<file path="src/rtl/lpht_ram.sv">
// Generic single-write, single-read RAM with a registered read port.
module lpht_ram #(
    parameter int WIDTH = 8,
    parameter int DEPTH = 16
) (
    input  logic                     aclk,
    input  logic                     we,
    input  logic [$clog2(DEPTH)-1:0] waddr,
    input  logic [WIDTH-1:0]         wdata,
    input  logic [$clog2(DEPTH)-1:0] raddr,
    output logic [WIDTH-1:0]         rdata
);

    logic [WIDTH-1:0] mem [DEPTH];

    always_ff @(posedge aclk) begin
        if (we) begin
            mem[waddr] <= wdata;
        end
        rdata <= mem[raddr];
    end

endmodule

</file>
<file path="config.mk">
export PLATFORM = sky130hd
export DESIGN_NAME = lpht_ram
export DESIGN_NICKNAME = d
export VERILOG_FILES = /design/src/rtl/lpht_ram.sv
export SDC_FILE = /design/constraint.sdc
export NUM_CORES = 1
export LEC_CHECK = 0
export ABC_AREA = 0
export BUFFER_PORTS_ARGS = -buffer_cell sky130_fd_sc_hd__buf_2
export CORE_MARGIN = 8
export CORE_UTILIZATION = 40
export CTS_CLUSTER_DIAMETER = 200
export DETAILED_ROUTE_END_ITERATION = 16
export PLACE_DENSITY = 0.59
export SETUP_SLACK_MARGIN = 0.02
export SLEW_MARGIN = 15
export SYNTH_ARGS = -nofsm -noshare
export SYNTH_HDL_FRONTEND = slang
export SYNTH_SLANG_ARGS = --single-unit
</file>
<file path="constraint.sdc">
create_clock -name aclk -period 2.1 [get_ports aclk]
set_input_delay 0.42 -clock aclk [delete_from_list [all_inputs] [get_ports aclk]]
set_output_delay 0.42 -clock aclk [all_outputs]
set_load 0.02 [all_outputs]
</file>
==> metrics.yaml, run 1 <==
fill_cells: 1078
ys_async_sr_fraction: 0
grt_pass1_wl_um: 15040
drv_slew: 0
synth_ff_type: "edfxtp_1"
period_share: 0.7333
yosysTopAreaCell: "edfxtp_1"
firstDrtPassIters: 4
numPortBuffers: 25
grt_usage: 0.1267
die_h_um: 129.4
grtUsageMet1: 0.1660
htreeDepth: 4
drtAntennaViolNets: 0
ys_ff_latch: 136
drive_gt1_frac: 0.3267
critPathLaunchType: "input pin"
yosys_warnings: 0
min_path_type: "input pin to flip-flop"
worst_setup_path_end_kind: "flip-flop"
post-synth-top-count-cell: "edfxtp_1"
synthTopCellsByCount: "128 x edfxtp_1, 18 x mux4_2, 16 x a22oi_1"
finalSetupViolCount: 0
grt_max_degree: 17
arrival_ns: 1.82
post-route-util: 0.4869
coreArea_sq_um: 12620
cts_tree: "done"
rsz0062_at_grt: "no"
vias_per_cell: 5.106
clk_pin_slew_ns: 0.05
ios: 26
outcome: "finished, final reports clean"
pre_cts_ws_ns: 0.1448
grtUsageMet3: 0.03451
drtIter0Drc: 292
num_rows: 41
synth-seq-area-share: 0.7778
dpl.hpwl_um: 6718
powerDensity_nw_per_um2: 975.5
syn_inst: 229
tightest_slew_ns: 0.3953
antenna_found_initial: 0
die-area_sq_um: 16750
post_cts_buffers: 0
grt_use_met2: 0.1967
diodes: 0
fin_nets: 305
min_from: "wdata[7]"
die_x_um: 129.4
cts_resized: 0
clock_path_buffers: 2
synth_edf_count: 128
drcViolationCount: 0
setup_ws_ns: 0.5601
ctsHoldBuffers: 0
place.gp.congestion: 0.7426
netlist_top_cells_area: "edfxtp_1 75%, mux4_2 7.9%, mux4_1 7.1%"
initial_core_util: 0.4079
crit_required_ns: 2.38
clock.fmax_mhz: 649.4
ir_drop_v: 0.0004757
vias: 2410
synth_fp_nets: 247
worstSetupStartpoint: "raddr[0]"
ys_types: 19
finClkSkew_ns: 0.01122
drt-wirelength-per-cell_um: 20.96
finalHoldViolations: 0
power.leakage_nw: 2.092
totalWireLength_um: 9891
synth_top_area_share: 0.7467
r2r_start: "mem[9][3]"
grt_pass1_vias: 2539
syn_area_per_cell_sq_um: 22.48
min_period_ns: 1.540
slew_headroom: 0.7365
clkLatencyLatePin_ns: 0.41
synth_area_sq_um: 5147
numCtsBuffers: 17
overflow: 0
grt-busiest-layer: "met2"
path_class: "input pin to flip-flop"
clockRootBuffer: "clkbuf_16"
fin_tns_setup_ns: 0
drv_cap: 0
syn_to_final_growth_pct: 19.37
path_max_fanout: 9
cts.sinks: 136
==> stage by stage <==
| step | hold WS (ns) | power (W) | area, sq um | instances |
|---|---|---|---|---|
| after CTS | 0.3900 | 0.006056 | 6145 | 472 |
| after global placement | 0.6540 | 0.003416 | 5607 | 440 |
| after detailed placement | 0.6601 | 0.003424 | 5607 | 440 |
| final | 0.3929 | 0.005994 | 6145 | 472 |
| after floorplan | 0.5189 | 0.003281 | 5147 | 229 |
| after global routing | 0.3980 | 0.006208 | 6145 | 472 |
==> metal layers <==
layer / wire, um / vias up
met4: 133 / 0
li1: - / 1088
met5: 0 / -
met2: 4797 / 73
met1: 4477 / 1239
met3: 483 / 10
==> registers in the layout, summed over array words and instances, names as in the netlist <==
signal and count:
mem 128, rdata 8
==> placed cells by master, fill, tap and decap left out, drive strengths merged <==
| master | count |
|---|---|
| nand2 | 9 |
| bufinv | 1 |
| nand3 | 1 |
| or3b | 1 |
| nand3b | 2 |
| clkbuf | 18 |
| nor3 | 4 |
| nor2b | 1 |
| and2b | 1 |
| nand2b | 2 |
| buf | 49 |
| mux4 | 32 |
| edfxtp | 128 |
| clkinv | 9 |
| and2 | 1 |
| a22oi | 16 |
| nor2 | 13 |
| dfxtp | 8 |
| clkinvlp | 3 |
| inv | 1 |
==> path summary, 6_finish.rpt <==
path | endpoint | slack (ns) | cells after the start
max | rdata[3] | 0.56 | 5
min | mem[7][7] | 0.39 | 1
max reg2reg | rdata[3] | 0.68 | 3
min reg2reg | rdata[2] | 0.68 | 3
==> logic make-up after synthesis <==
family,Yosys count,share of synthesized area
AO/OA/AOI/OAI,16,0.02334
buffers and inverters,10,0.01677
flip-flops,136,0.7778
multiplexers,32,0.1502
AND/OR/NAND/NOR,35,0.03184
==> power breakdown <==
group | total [W] | internal (W) | switching [W]
Combinational | 0.000307 | 0.000127 | 0.000180
Clock | 0.00263 | 0.00161 | 0.00102
Sequential | 0.00305 | 0.00304 | 0.0000188
Total | 0.00599 | 0.00477 | 0.00122
==> layout make-up <==
| type | count | area (sq um) | area share |
|---|---|---|---|
| Multi-Input combinational cell | 83 | 1057 | 0.1721 |
| Clock inverter | 14 | 108.9 | 0.01772 |
| Tap cell | 172 | 215.2 | 0.03502 |
| Timing Repair Buffer | 49 | 330.3 | 0.05376 |
| Sequential cell | 136 | 4004 | 0.6516 |
| Clock buffer | 18 | 429.2 | 0.06984 |
==> worst max-delay path, stage by stage <==
cell     delay (ns)
buf_2          0.15
buf_4          0.23
mux4_1         0.57
a22oi_1        0.34
nand2_1        0.10
(Power assumes the default switching activity.)
==> inputs of run 2 (changes only) <==
==> constraint.sdc (replaced) <==
create_clock -name aclk -period 1.5 [get_ports aclk]
set_input_delay 0.3 -clock aclk [delete_from_list [all_inputs] [get_ports aclk]]
set_output_delay 0.3 -clock aclk [all_outputs]
set_load 0.02 [all_outputs]
==> run 2 against run 1 <==
Against the previous run: first-iteration DRC count shrank 23%; power grew 49%; clock-buffer cell count shrank 1; largest cell class unchanged; highest routed layer unchanged; routed wire length grew 0.42%; sequential power grew 40%; critical path depth shrank 2; sequential cell count is the same.
==> metrics.yaml, run 2 (synthesized netlist as in run 1, its figures left out) <==
slew_headroom: 0.4725  # was 0.7365
numCtsBuffers: 17  # unchanged
r2r-end: "rdata[0]"  # was rdata[3]
overflow: 0  # unchanged
drtAntennaViolNets: 0  # unchanged
ir_drop_v: 0.0008208  # was 0.0004757 V
worst_setup_path_end_kind: "flip-flop"  # unchanged
min_period_ns: 1.385
outcome: "finished, final reports clean"  # unchanged
fin_tns_setup_ns: 0  # unchanged
clkLatencyLatePin_ns: 0.41  # about the same
ios: 26  # unchanged
path_class: "flip-flop to flip-flop"  # was input pin to flip-flop
slowest_delay_ns: 0.51  # was 0.57 ns
num_rows: 41  # unchanged
grt_usage: 0.1289  # was 0.1267
rrSetupSlack_ns: 0.12  # was 0.68 ns
numPortBuffers: 25  # unchanged
cts.sinks: 136  # unchanged
path_max_fanout: 1  # was 9
finalSetupViolCount: 0  # unchanged
finalHoldViolations: 0  # unchanged
fin_nets: 311  # was 305
period_share: 0.9232
powerDensity_nw_per_um2: 1418  # was 975.5 nW/um^2
r2r_start: "mem[1][0]"  # was mem[9][3]
syn_to_final_growth_pct: 22.41  # was 19.37%
largest_reg_flops: 128  # unchanged
grt_max_degree: 25  # was 17
clock_path_buffers: 2  # unchanged
arrival_ns: 1.67  # was 1.82 ns
layout_common_cells: "128 x edfxtp_1, 26 x buf_4, 25 x buf_2"  # was 128 x edfxtp_1, 25 x buf_2, 22 x buf_4
crit_family: "multiplexers"  # unchanged
clock.fmax_mhz: 722.2
vias_per_cell: 5.182  # was 5.106
drv_cap: 0  # unchanged
tightest_slew_ns: 0.7897  # was 0.3953 ns
cts_resized: 0  # unchanged
slowest_stage: "mux4_1"  # unchanged
drtIter0Drc: 226  # was 292
top_regs: "mem: 128 flops, rdata: 8 flops"  # unchanged
vias: 2477  # was 2410
totalWireLength_um: 9933  # was 9891 um
die_h_um: 129.4  # unchanged
diodes: 0  # unchanged
finClkSkew_ns: 0.007194  # was 0.01122 ns
postPlaceCellArea_sq_um: 5692  # was 5607 sq um
place.gp.congestion: 0.7156  # was 0.7426
crit_required_ns: 1.79  # was 2.38 ns
die_x_um: 129.4  # unchanged
htreeDepth: 4  # unchanged
place_inst: 446  # was 440
clk_pin_slew_ns: 0.06  # was 0.05 ns
regMostFlops: "mem"  # unchanged
drcViolationCount: 0  # unchanged
cts_tree: "done"  # unchanged
power.leakage_nw: 2.156  # was 2.092 nW
final_common_cell: "edfxtp_1"  # unchanged
initial_core_util: 0.4079  # unchanged
die-area_sq_um: 16750  # unchanged
cp_cell_sequence: "mux4_1 -> a22oi_1 -> nand2_1"  # was buf_2 -> buf_4 -> mux4_1 -> a22oi_1 -> nand2_1
antenna_found_initial: 0  # unchanged
grt_pass1_wl_um: 15300  # was 15040 um
critPathLaunchType: "flip-flop"  # was input pin
drive_gt1_frac: 0.3431  # was 0.3267
final_cell_count_no_fill: 478  # was 472
rsz0062_at_grt: "no"  # unchanged
min_path_cells: 1  # unchanged
final_area_sq_um: 6301  # was 6145 sq um
drv_slew: 0  # unchanged
dpl.hpwl_um: 6564  # was 6718 um
rr_worst_depth: 3  # unchanged
cp_num_cells: 3  # was 5
grt_pass1_vias: 2584  # was 2539
min_to: "mem[15][3]"  # was mem[7][7]
min_path_type: "input pin to flip-flop"  # unchanged
ctsHoldBuffers: 0  # unchanged
drt-wirelength-per-cell_um: 20.78  # was 20.96 um
clockRootBuffer: "clkbuf_16"  # unchanged
min_from: "wdata[3]"  # was wdata[7]
coreArea_sq_um: 12620  # unchanged
firstDrtPassIters: 4  # unchanged
post_cts_buffers: 0  # unchanged
path_buf_inv: 0  # was 2
-- run 2: routing by layer --
layer,track usage,routed length (um),part of all wire,up-vias
met2,0.1988,4798,0.48,64
met5,0,0,0,-
met3,0.04067,482,0.049,10
met4,0.05738,128,0.013,0
met1,0.1641,4523,0.46,1301
li1,-,-,-,1102
-- run 2: through the flow --
stage	total power, W	worst slack, ns	util	hold slack, ns
after floorplan	0.004594	-0.06615	-	0.3989
after global placement	0.004789	-0.2128	0.4510	0.6513
after detailed placement	0.004801	-0.2242	0.4510	0.6658
after CTS	0.009008	0.1123	0.4993	0.2587
after global routing	0.009185	0.04049	0.4993	0.2753
final	0.008935	0.1153	0.4993	0.2736
-- run 2: how the worst max path moves through the flow --
stage / from / endpoint / slack (ns)
2_1_floorplan: waddr[2] / mem[3][0] / -0.07
3_3_place_gp: raddr[0] / rdata[0] / -0.21
3_5_place_dp: raddr[0] / rdata[3] / -0.22
4_1_cts: mem[1][0] / rdata[0] / 0.11
5_1_grt: mem[0][0] / rdata[0] / 0.04
6_report: mem[1][0] / rdata[0] / 0.12
-- run 2: layout make-up --
class | count | area, sq um
Fill cell | 1031 | 6319
Clock inverter | 15 | 183.9
Clock buffer | 17 | 425.4
Multi-Input combinational cell | 83 | 1072
Timing Repair Buffer | 55 | 400.4
Sequential cell | 136 | 4004
Tap cell | 172 | 215.2
-- run 2: worst reg2reg max path, stage by stage, from the launching register on --
cell and delay (ns):
edfxtp_1 0.37, mux4_1 0.51, a22oi_1 0.30, nand2_1 0.09
-- run 2: report_power, final --
part           total, W  internal [W]  switching [W]  leakage, nW
Combinational  0.000439      0.000188       0.000251        0.647
Sequential      0.00427       0.00425      0.0000239         1.22
Clock           0.00422       0.00275        0.00147        0.285
Total           0.00894       0.00719        0.00175         2.16
