[src/rtl/lpht_pkg.sv]
// Shared action codes, status codes and the hash multiplier for the linear probe hash table.
package lpht_pkg;

    localparam int ACTION_W = 3;
    localparam int STATUS_W = 2;

    typedef logic [ACTION_W-1:0] action_t;
    typedef logic [STATUS_W-1:0] status_t;

    localparam action_t ACT_GET   = 3'd0;
    localparam action_t ACT_SET   = 3'd1;
    localparam action_t ACT_POP   = 3'd2;
    localparam action_t ACT_INDEX = 3'd3;
    localparam action_t ACT_CLEAR = 3'd4;

    localparam status_t ST_OK        = 2'd0;
    localparam status_t ST_NOT_FOUND = 2'd1;
    localparam status_t ST_FULL      = 2'd2;
    localparam status_t ST_RANGE     = 2'd3;

    // Odd multiplier for the start-slot mixing step.
    localparam logic [31:0] HASH_MULT = 32'h9E37_79B1;

endpackage

[src/rtl/lpht_hash.sv]
// Two-stage seeded hash that maps a key and its type tag to a start slot.
module lpht_hash #(
    parameter int SLOTS        = 1024,
    parameter int PAYLOAD_BITS = 64,
    parameter int TYPE_BITS    = 4
) (
    input  logic                     aclk,
    input  logic [PAYLOAD_BITS-1:0]  key,
    input  logic [TYPE_BITS-1:0]     key_type,
    input  logic [31:0]              seed,
    output logic [$clog2(SLOTS)-1:0] start
);

    localparam int SW = $clog2(SLOTS);

    logic [63:0] key_ext;
    logic [31:0] fold;
    logic [63:0] prod;
    logic [32:0] scaled;
    logic [31:0] s1_reg;
    logic [31:0] s2_reg;

    assign key_ext = 64'(key);
    assign fold    = key_ext[63:32] ^ key_ext[31:0] ^ (32'(key_type) << 24) ^ seed;
    assign prod    = 64'(s1_reg) * 64'(lpht_pkg::HASH_MULT);

    always_ff @(posedge aclk) begin
        s1_reg <= fold;
        s2_reg <= prod[47:16];
    end

    // Multiply-shift range reduction keeps the start slot below SLOTS.
    assign scaled = 33'(s2_reg[31:16]) * 33'(SLOTS);
    assign start  = scaled[16 +: SW];

endmodule

[config.mk]
export PLATFORM = sky130hd
export DESIGN_NAME = lpht_hash
export DESIGN_NICKNAME = d
export VERILOG_FILES = /design/src/rtl/lpht_pkg.sv /design/src/rtl/lpht_hash.sv
export SDC_FILE = /design/constraint.sdc
export NUM_CORES = 1
export LEC_CHECK = 0
export ABC_AREA = 0
export BUFFER_PORTS_ARGS = -buffer_cell sky130_fd_sc_hd__buf_2
export CORE_MARGIN = 2
export CORE_UTILIZATION = 55
export CTS_BUF_LIST = sky130_fd_sc_hd__clkbuf_16
export CTS_CLUSTER_SIZE = 14
export DETAILED_ROUTE_END_ITERATION = 10
export PLACE_DENSITY = 0.75
export RECOVER_POWER = 25
export SETUP_SLACK_MARGIN = 0.3
export SKIP_CTS_REPAIR_TIMING = 1
export SLEW_MARGIN = 5
export SYNTH_ARGS = -nofsm -noshare
export SYNTH_HDL_FRONTEND = slang
export SYNTH_SLANG_ARGS = --single-unit
[constraint.sdc]
create_clock -name aclk -period 7.2 [get_ports aclk]
set_input_delay 0.36 -clock aclk [delete_from_list [all_inputs] [get_ports aclk]]
set_output_delay 0.36 -clock aclk [all_outputs]
set_load 0.02 [all_outputs]
==> results of run 1 <==
-- Yosys cell counts (2+ instances only) --
master and count:
inv_1 662, fa_1 407, ha_1 294, xnor2_1 87
dfxtp_1 42, a21oi_1 16, nand2_1 16, nor2_1 13
xor2_1 9, a21o_1 7, o21ai_0 7, o21ai_1 7
nand3_1 6, nand4_1 4, nor3_1 4, o21a_1 4
a2111oi_2 2, a211o_1 2, a211oi_1 2, a21oi_2 2
and2_1 2, nor3_2 2, o21ai_2 2
-- cells in the final DEF, fill, tap and decap left out, drive strengths merged, types with 2 or more instances in the layout --
cell type,netlist,final
clkbuf,0,5
nor2,14,14
dfxtp,42,42
a21oi,18,18
a2111oi,2,2
nand4,4,4
fa,407,407
nor3,6,6
ha,294,294
a21o,7,7
a221oi,2,2
bufinv,0,2
a211oi,2,2
xnor2,87,87
and2,2,2
inv,662,662
xor2,9,9
nand3,6,6
a211o,2,2
nand2,16,16
o21a,4,4
buf,0,145
o21ai,16,16
-- stage by stage --
step	utilization	hold slack, ns
after floorplan	-	0.458
after global placement	0.605	0.555
after detailed placement	0.605	0.558
after CTS	0.611	0.225
after global routing	0.614	0.233
final	0.614	0.231
-- metal layers --
metal / GRT usage / vias up / share of wire
met3: 0.0475 / 98 / 0.056
met2: 0.480 / 299 / 0.51
met1: 0.332 / 5421 / 0.38
met5: 0 / - / 0
met4: 0.136 / 0 / 0.053
li1: - / 4906 / -
-- final cells by class --
class | count | area [um^2]
flip-flops and latches | 42 | 848
clock inverters | 3 | 68.8
diodes | 1 | 2.50
well taps | 390 | 488
repair buffers | 145 | 813
multi-input cells | 911 | 13400
clock buffers | 5 | 125
inverters | 662 | 2480
fillers | 2444 | 11500
-- logic make-up after synthesis --
| family | share of synthesized area |
|---|---|
| xor gates and xnor gates | 0.0504 |
| AOI/OAI and AO/OA | 0.0251 |
| DFF | 0.0504 |
| adders and majority gates | 0.709 |
| and+or+nand+nor | 0.0162 |
| buffers and inverters | 0.149 |
-- worst max-delay path by stage --
stage	start	to	slack [ns]	depth (start not counted)
3_5_place_dp	s1_reg[19]	s2_reg[31]	0.26	25
3_3_place_gp	s1_reg[19]	s2_reg[31]	0.42	25
6_report	s1_reg[4]	s2_reg[31]	0.46	25
2_1_floorplan	s1_reg[20]	s2_reg[31]	0.62	25
5_1_grt	s1_reg[14]	s2_reg[26]	0.24	21
4_1_cts	s1_reg[19]	s2_reg[31]	0.25	25
-- worst max-delay path, stage by stage, from the launching register on --
cell,delay (ns)
dfxtp_1,0.33
inv_1,0.08
fa_1,0.53
inv_1,0.07
fa_1,0.39
fa_1,0.50
inv_1,0.05
fa_1,0.48
inv_1,0.05
fa_1,0.49
inv_1,0.05
fa_1,0.53
inv_1,0.05
fa_1,0.47
inv_1,0.05
fa_1,0.47
inv_1,0.05
ha_1,0.29
nand3_1,0.13
nor4_2,0.37
nand2_1,0.22
a41oi_4,0.30
nor2_4,0.09
o21ai_4,0.23
o21ai_1,0.11
a211o_1,0.23
==> metrics.md, run 1 <==
| Metric | Value |
|---|---|
| Status | finished, final reports clean |
| GRT Total Usage | 0.276 |
| Final setup violation count | 0 |
| Endpoints failing hold | 0 |
| CTS tree | yes |
| Reg2Reg Depth | 25 |
| CP startpoint kind | flop |
| CTS root buffer | clkbuf_16 |
| DP Area | 18000 um^2 |
| Clk_lat worst skew | 0.31 ns |
| Core box area | 29700 um^2 |
| # clock sinks | between 40 and 50 |
| FF-to-FF setup slack | 0.46 ns |
| Synthesized Nets | 2417 |
| Vias per cell | ~5.0 |
| CP Capture Type | flop |
| WP data required | 7.40 ns |
| Reg2reg end | s2_reg[31] |
| Reg clk slew, reported paths | 0.06 ns |
| Nets | 2569 |
| Setup CP Type | flop to flop |
| Final HPWL DP | 37.4 mm |
| Yosys warning count | 0 |
| Routability cong. | between 1 and 1.5 |
| Chip Height | between 150 and 200 um |
| RSZ-0062 raised after global routing | false |
| Row count | 63 |
| Post-synthesis instance area | 16700 um^2 |
| DRT Wirelength | 40.4 mm |
| Count of cell types in the netlist | 39 |
| Worst Skew | approximately 0.0035 ns |
| Post-synth EDFFs | 0 |
| Final cell count without fillers | 2159 |
| Initial drt markers | 462 |
| Cell taking the most area after synthesis | fa_1 |
| CTS buffer count | 5 |
| Io pins | 111 |
| FF+latch count, synth | 42 |
| Setup ws final | 0.462 ns |
| Remaining DRCs | 0 |
| Drt pass-1 iters | 5 |
| Final ANT Viol Nets | 0 |
| Crit path DAT | 6.94 ns |
| Area delta synth->final | 9.41% |
| Initial antenna violation count | 0 |
| Async S/R FF share, synth | 0 |
| Initial Util | 0.561 |
| Vias in the first global route | 12100 |
| Top cell type's share of synthesized area | 0.488 |
| Minimum clock period | 6.74 ns |
| Vias | 10700 |
| First-pass GRT wire length | roughly 64 mm |
| Mean Syn Cell Area | 10.3 um^2 |
| Port bufs | 110 |
| Post-synthesis sequential area ratio | 0.0504 |
| Fin area | between 15000 and 20000 um^2 |
| Final period utilization | 0.936 |
| Avg WL per Cell | 18.7 um |
| Synth Instances | around 1600 |
| Worst slack at placement | approximately 0.26 ns |
| Hold depth | 2 |
| Max Fclk | 0.148 GHz |
| Hold Crit Endpoint | s1_reg[16] |
| Hold_sp | key[16] |
| HP Class | primary input to flop |
| Max reg flops | 32 |
| Critical path peak fanout | 4 |
| GR Overflow Total | 0 |
| Relative slew slack | 0.549 |
| Slew @ Worst Pin | a little under 0.7 ns |
| Max-slew violation count | 0 |
| Primary FF master, synth | dfxtp_1 |
| Die W | 178 um |
| Die Area | ~32000 um^2 |
| Synth area leaders | fa_1, ha_1, inv_1, dfxtp_1, xnor2_1 |
| Max cap viols | 0 |
| H-Tree Depth | 2 |
| Reg2reg start | s1_reg[4] |
| Dpl cells | 2149 |
| Ratio of cells with drive above 1 in the final layout | 0.104 |
| Clock Path Buffers | 2 |
| Setup TNS | 0 ns |
| Largest net degree at the start of global routing | 15 |
Power of run 1 is left out: the tool's default activity adds up to more than one toggle a clock period on the data nets, which glitch-free logic cannot reach.
==> run 2, diff against run 1 <==
--- a/config.mk
+++ b/config.mk
@@ -7,12 +7,11 @@
 export LEC_CHECK = 0
 export ABC_AREA = 0
 export BUFFER_PORTS_ARGS = -buffer_cell sky130_fd_sc_hd__buf_2
-export CORE_MARGIN = 2
-export CORE_UTILIZATION = 55
+export CORE_UTILIZATION = 40
 export CTS_BUF_LIST = sky130_fd_sc_hd__clkbuf_16
 export CTS_CLUSTER_SIZE = 14
 export DETAILED_ROUTE_END_ITERATION = 10
-export PLACE_DENSITY = 0.75
+export PLACE_DENSITY = 0.59
 export RECOVER_POWER = 25
 export SETUP_SLACK_MARGIN = 0.3
 export SKIP_CTS_REPAIR_TIMING = 1
==> constraint.sdc (replaced) <==
create_clock -name aclk -period 7.6 [get_ports aclk]
set_input_delay 0.38 -clock aclk [delete_from_list [all_inputs] [get_ports aclk]]
set_output_delay 0.38 -clock aclk [all_outputs]
set_load 0.02 [all_outputs]
==> run 2 against run 1 <==
Net effect:
- count of clock-buffer cells in the layout did not move
- largest cell class unchanged
- non-clock buffer count is 6 lower
- critical endpoint is now s2_reg[26]
- flip-flop and latch count unchanged
==> metrics.md, run 2 (synthesized netlist as in run 1, its figures left out) <==
| Metric | Value |
|---|---|
| Status | finished, final reports clean |
| Post-layout util | 0.447 (-0.168) |
| Die W | 206 um (+16%) |
| Slew @ Worst Pin | 0.736 ns (+0.0610 ns) |
| Core box area | 41000 um^2 (+38%) |
| GR Overflow Total | 0 (unchanged) |
| Minimum clock period | 7.01 ns (+0.275 ns) |
| Cell Chain, Critical Path | inv_1, fa_1, fa_1, fa_1, fa_1, inv_1, fa_1, fa_1, fa_1, inv_1, fa_1, inv_1, ha_1, a2111oi_2, o21ai_1, a221oi_2, o21ai_2, nor2_4, o21ai_1, a211oi_1, nor3_1 |
| Buffers & Inverters on Critical Path | 4 (-4) |
| Max-slew violation count | 0 (unchanged) |
| Row count | 74 (+17%) |
| Die Area | 42500 um^2 (+34%) |
| Commonest non-fill, non-tap cells in the layout | inv_1, fa_1, ha_1 |
| CTS root buffer | clkbuf_16 |
| Chip Height | 206 um (+16%) |
| Drt pass-1 iters | 4 (-1) |
| Initial antenna violation count | 1 (+1) |
| Setup TNS | 0 ns (unchanged) |
| Initial drt markers | 398 (-14%) |
| Final setup violation count | 0 (unchanged) |
| Max reg flops | 32 (unchanged) |
| Clk_lat worst skew | 0.31 ns (about the same) |
| Setup ws final | 0.587 ns (+0.125 ns) |
| CP Capture Type | flop |
| Slowest cell on the critical path | dfxtp_2 |
| Remaining DRCs | 0 (unchanged) |
| Final HPWL DP | 40.2 mm (+7.4%) |
| Initial Util | 0.407 (-0.155) |
| Endpoints failing hold | 0 (unchanged) |
| Max cap viols | 0 (unchanged) |
| Worst Skew | 0.00811 ns (+0.00460 ns) |
| DRT Wirelength | 43.1 mm (+6.5%) |
| Largest delay contributor family on the critical path | adder cells |
| Port bufs | 110 (unchanged) |
| Io pins | 111 (unchanged) |
| CTS buffer count | 5 (unchanged) |
| Final ANT Viol Nets | 0 (unchanged) |
| Relative slew slack | 0.504 (-0.0452) |
| Largest net degree at the start of global routing | 15 (unchanged) |
| Final cell count without fillers | 2295 (+6.3%) |
| Routability cong. | 0.954 (-6.2%) |
| Ratio of cells with drive above 1 in the final layout | 0.0897 (-0.0144) |
| Dpl cells | 2286 (+6.4%) |
| Nets | 2563 (-0.23%) |
| WP data required | 7.79 ns (+0.39 ns) |
| Most common cell after layout, fill and taps aside | inv_1 |
| Max Fclk | 0.143 GHz (-3.9%) |
| First-pass GRT wire length | 65.7 mm (+2.8%) |
| # clock sinks | 42 (unchanged) |
| Max incr delay on CP | 0.56 ns (+0.03 ns) |
| RSZ-0062 raised after global routing | false |
| Final period utilization | 0.923 (-0.0131) |
| H-Tree Depth | 2 (unchanged) |
| Area delta synth->final | 9.82% |
| Vias per cell | 4.62 (-7.0%) |
| Crit path DAT | 7.20 ns (+0.26 ns) |
| Setup CP Type | flop to flop |
| Critical path peak fanout | 9 (+5) |
| Worst slack at placement | 0.368 ns (+0.110 ns) |
| Most frequent CP cell | fa_1 |
| Vias in the first global route | 11600 (-4.1%) |
| Reg clk slew, reported paths | 0.07 ns (about the same) |
| Avg WL per Cell | 18.8 um (+0.22%) |
| CTS tree | yes |
| Clock Path Buffers | 2 (unchanged) |
| HP Class | primary input to flop |
| Vias | 10600 (-1.2%) |
| GRT Total Usage | 0.215 (-0.0612) |
| CP startpoint kind | flop |
-- run 2: cell count changes in the layout (fill, tap and decap cells not counted), moves of 2 or more --
cell,change
buf_4,-6
dfxtp_1,+3
dfxtp_2,-2
fa_1,+4
fa_2,-4
inv_1,+7
inv_2,-7
-- run 2: cell type report --
class	count	area, um^2
sequential	42	842
fill	3958	22700
timing repair buffer	139	767
clock inverter	3	68.8
antenna	1	2.50
tap	532	666
inverter	662	2480
multi-input combinational	911	13400
clock buffer	5	125
-- run 2: final timing paths --
| check | endpoint | depth (start not counted) | start | slack [ns] |
|---|---|---|---|---|
| worst max-delay path | s2_reg[26] | 21 | s1_reg[12] | 0.59 |
| worst min-delay path | s1_reg[21] | 2 | key[21] | 0.25 |
| worst max register to register | s2_reg[26] | 21 | s1_reg[12] | 0.59 |
| worst min register to register | s2_reg[22] | 8 | s1_reg[0] | 1.47 |
-- run 2: per-stage QoR --
| step | hold WS [ns] | cell area, um^2 |
|---|---|---|
| 2_1_floorplan | 0.478 | 16700 |
| 3_3_place_gp | 0.573 | 18100 |
| 3_5_place_dp | 0.578 | 18100 |
| 4_1_cts | 0.242 | 18300 |
| 5_1_grt | 0.253 | 18300 |
| 6_report | 0.252 | 18300 |
-- run 2: layer usage --
| metal | track usage | wire [um] | part of all wire | vias to the layer above |
|---|---|---|---|---|
| li1 | - | - | - | 4901 |
| met1 | 0.278 | 17900 | 0.41 | 5384 |
| met2 | 0.364 | 21500 | 0.50 | 232 |
| met3 | 0.0303 | 2150 | 0.050 | 78 |
| met4 | 0.0819 | 1590 | 0.037 | 2 |
| met5 | 0 | 19 | 0.00044 | - |
-- run 2: worst register-to-register path: stages, from the launching register on --
cell and delay, ns:
dfxtp_2 0.56, inv_1 0.24, fa_1 0.53, fa_1 0.56, fa_1 0.48, fa_1 0.56, inv_1 0.06, fa_1 0.45
fa_1 0.50, fa_1 0.49, inv_1 0.05, fa_1 0.47, inv_1 0.04, ha_1 0.31, a2111oi_2 0.36, o21ai_1 0.14
a221oi_2 0.30, o21ai_2 0.12, nor2_4 0.23, o21ai_1 0.13, a211oi_1 0.24, nor3_1 0.07
Power of run 2 is left out for the same reason.
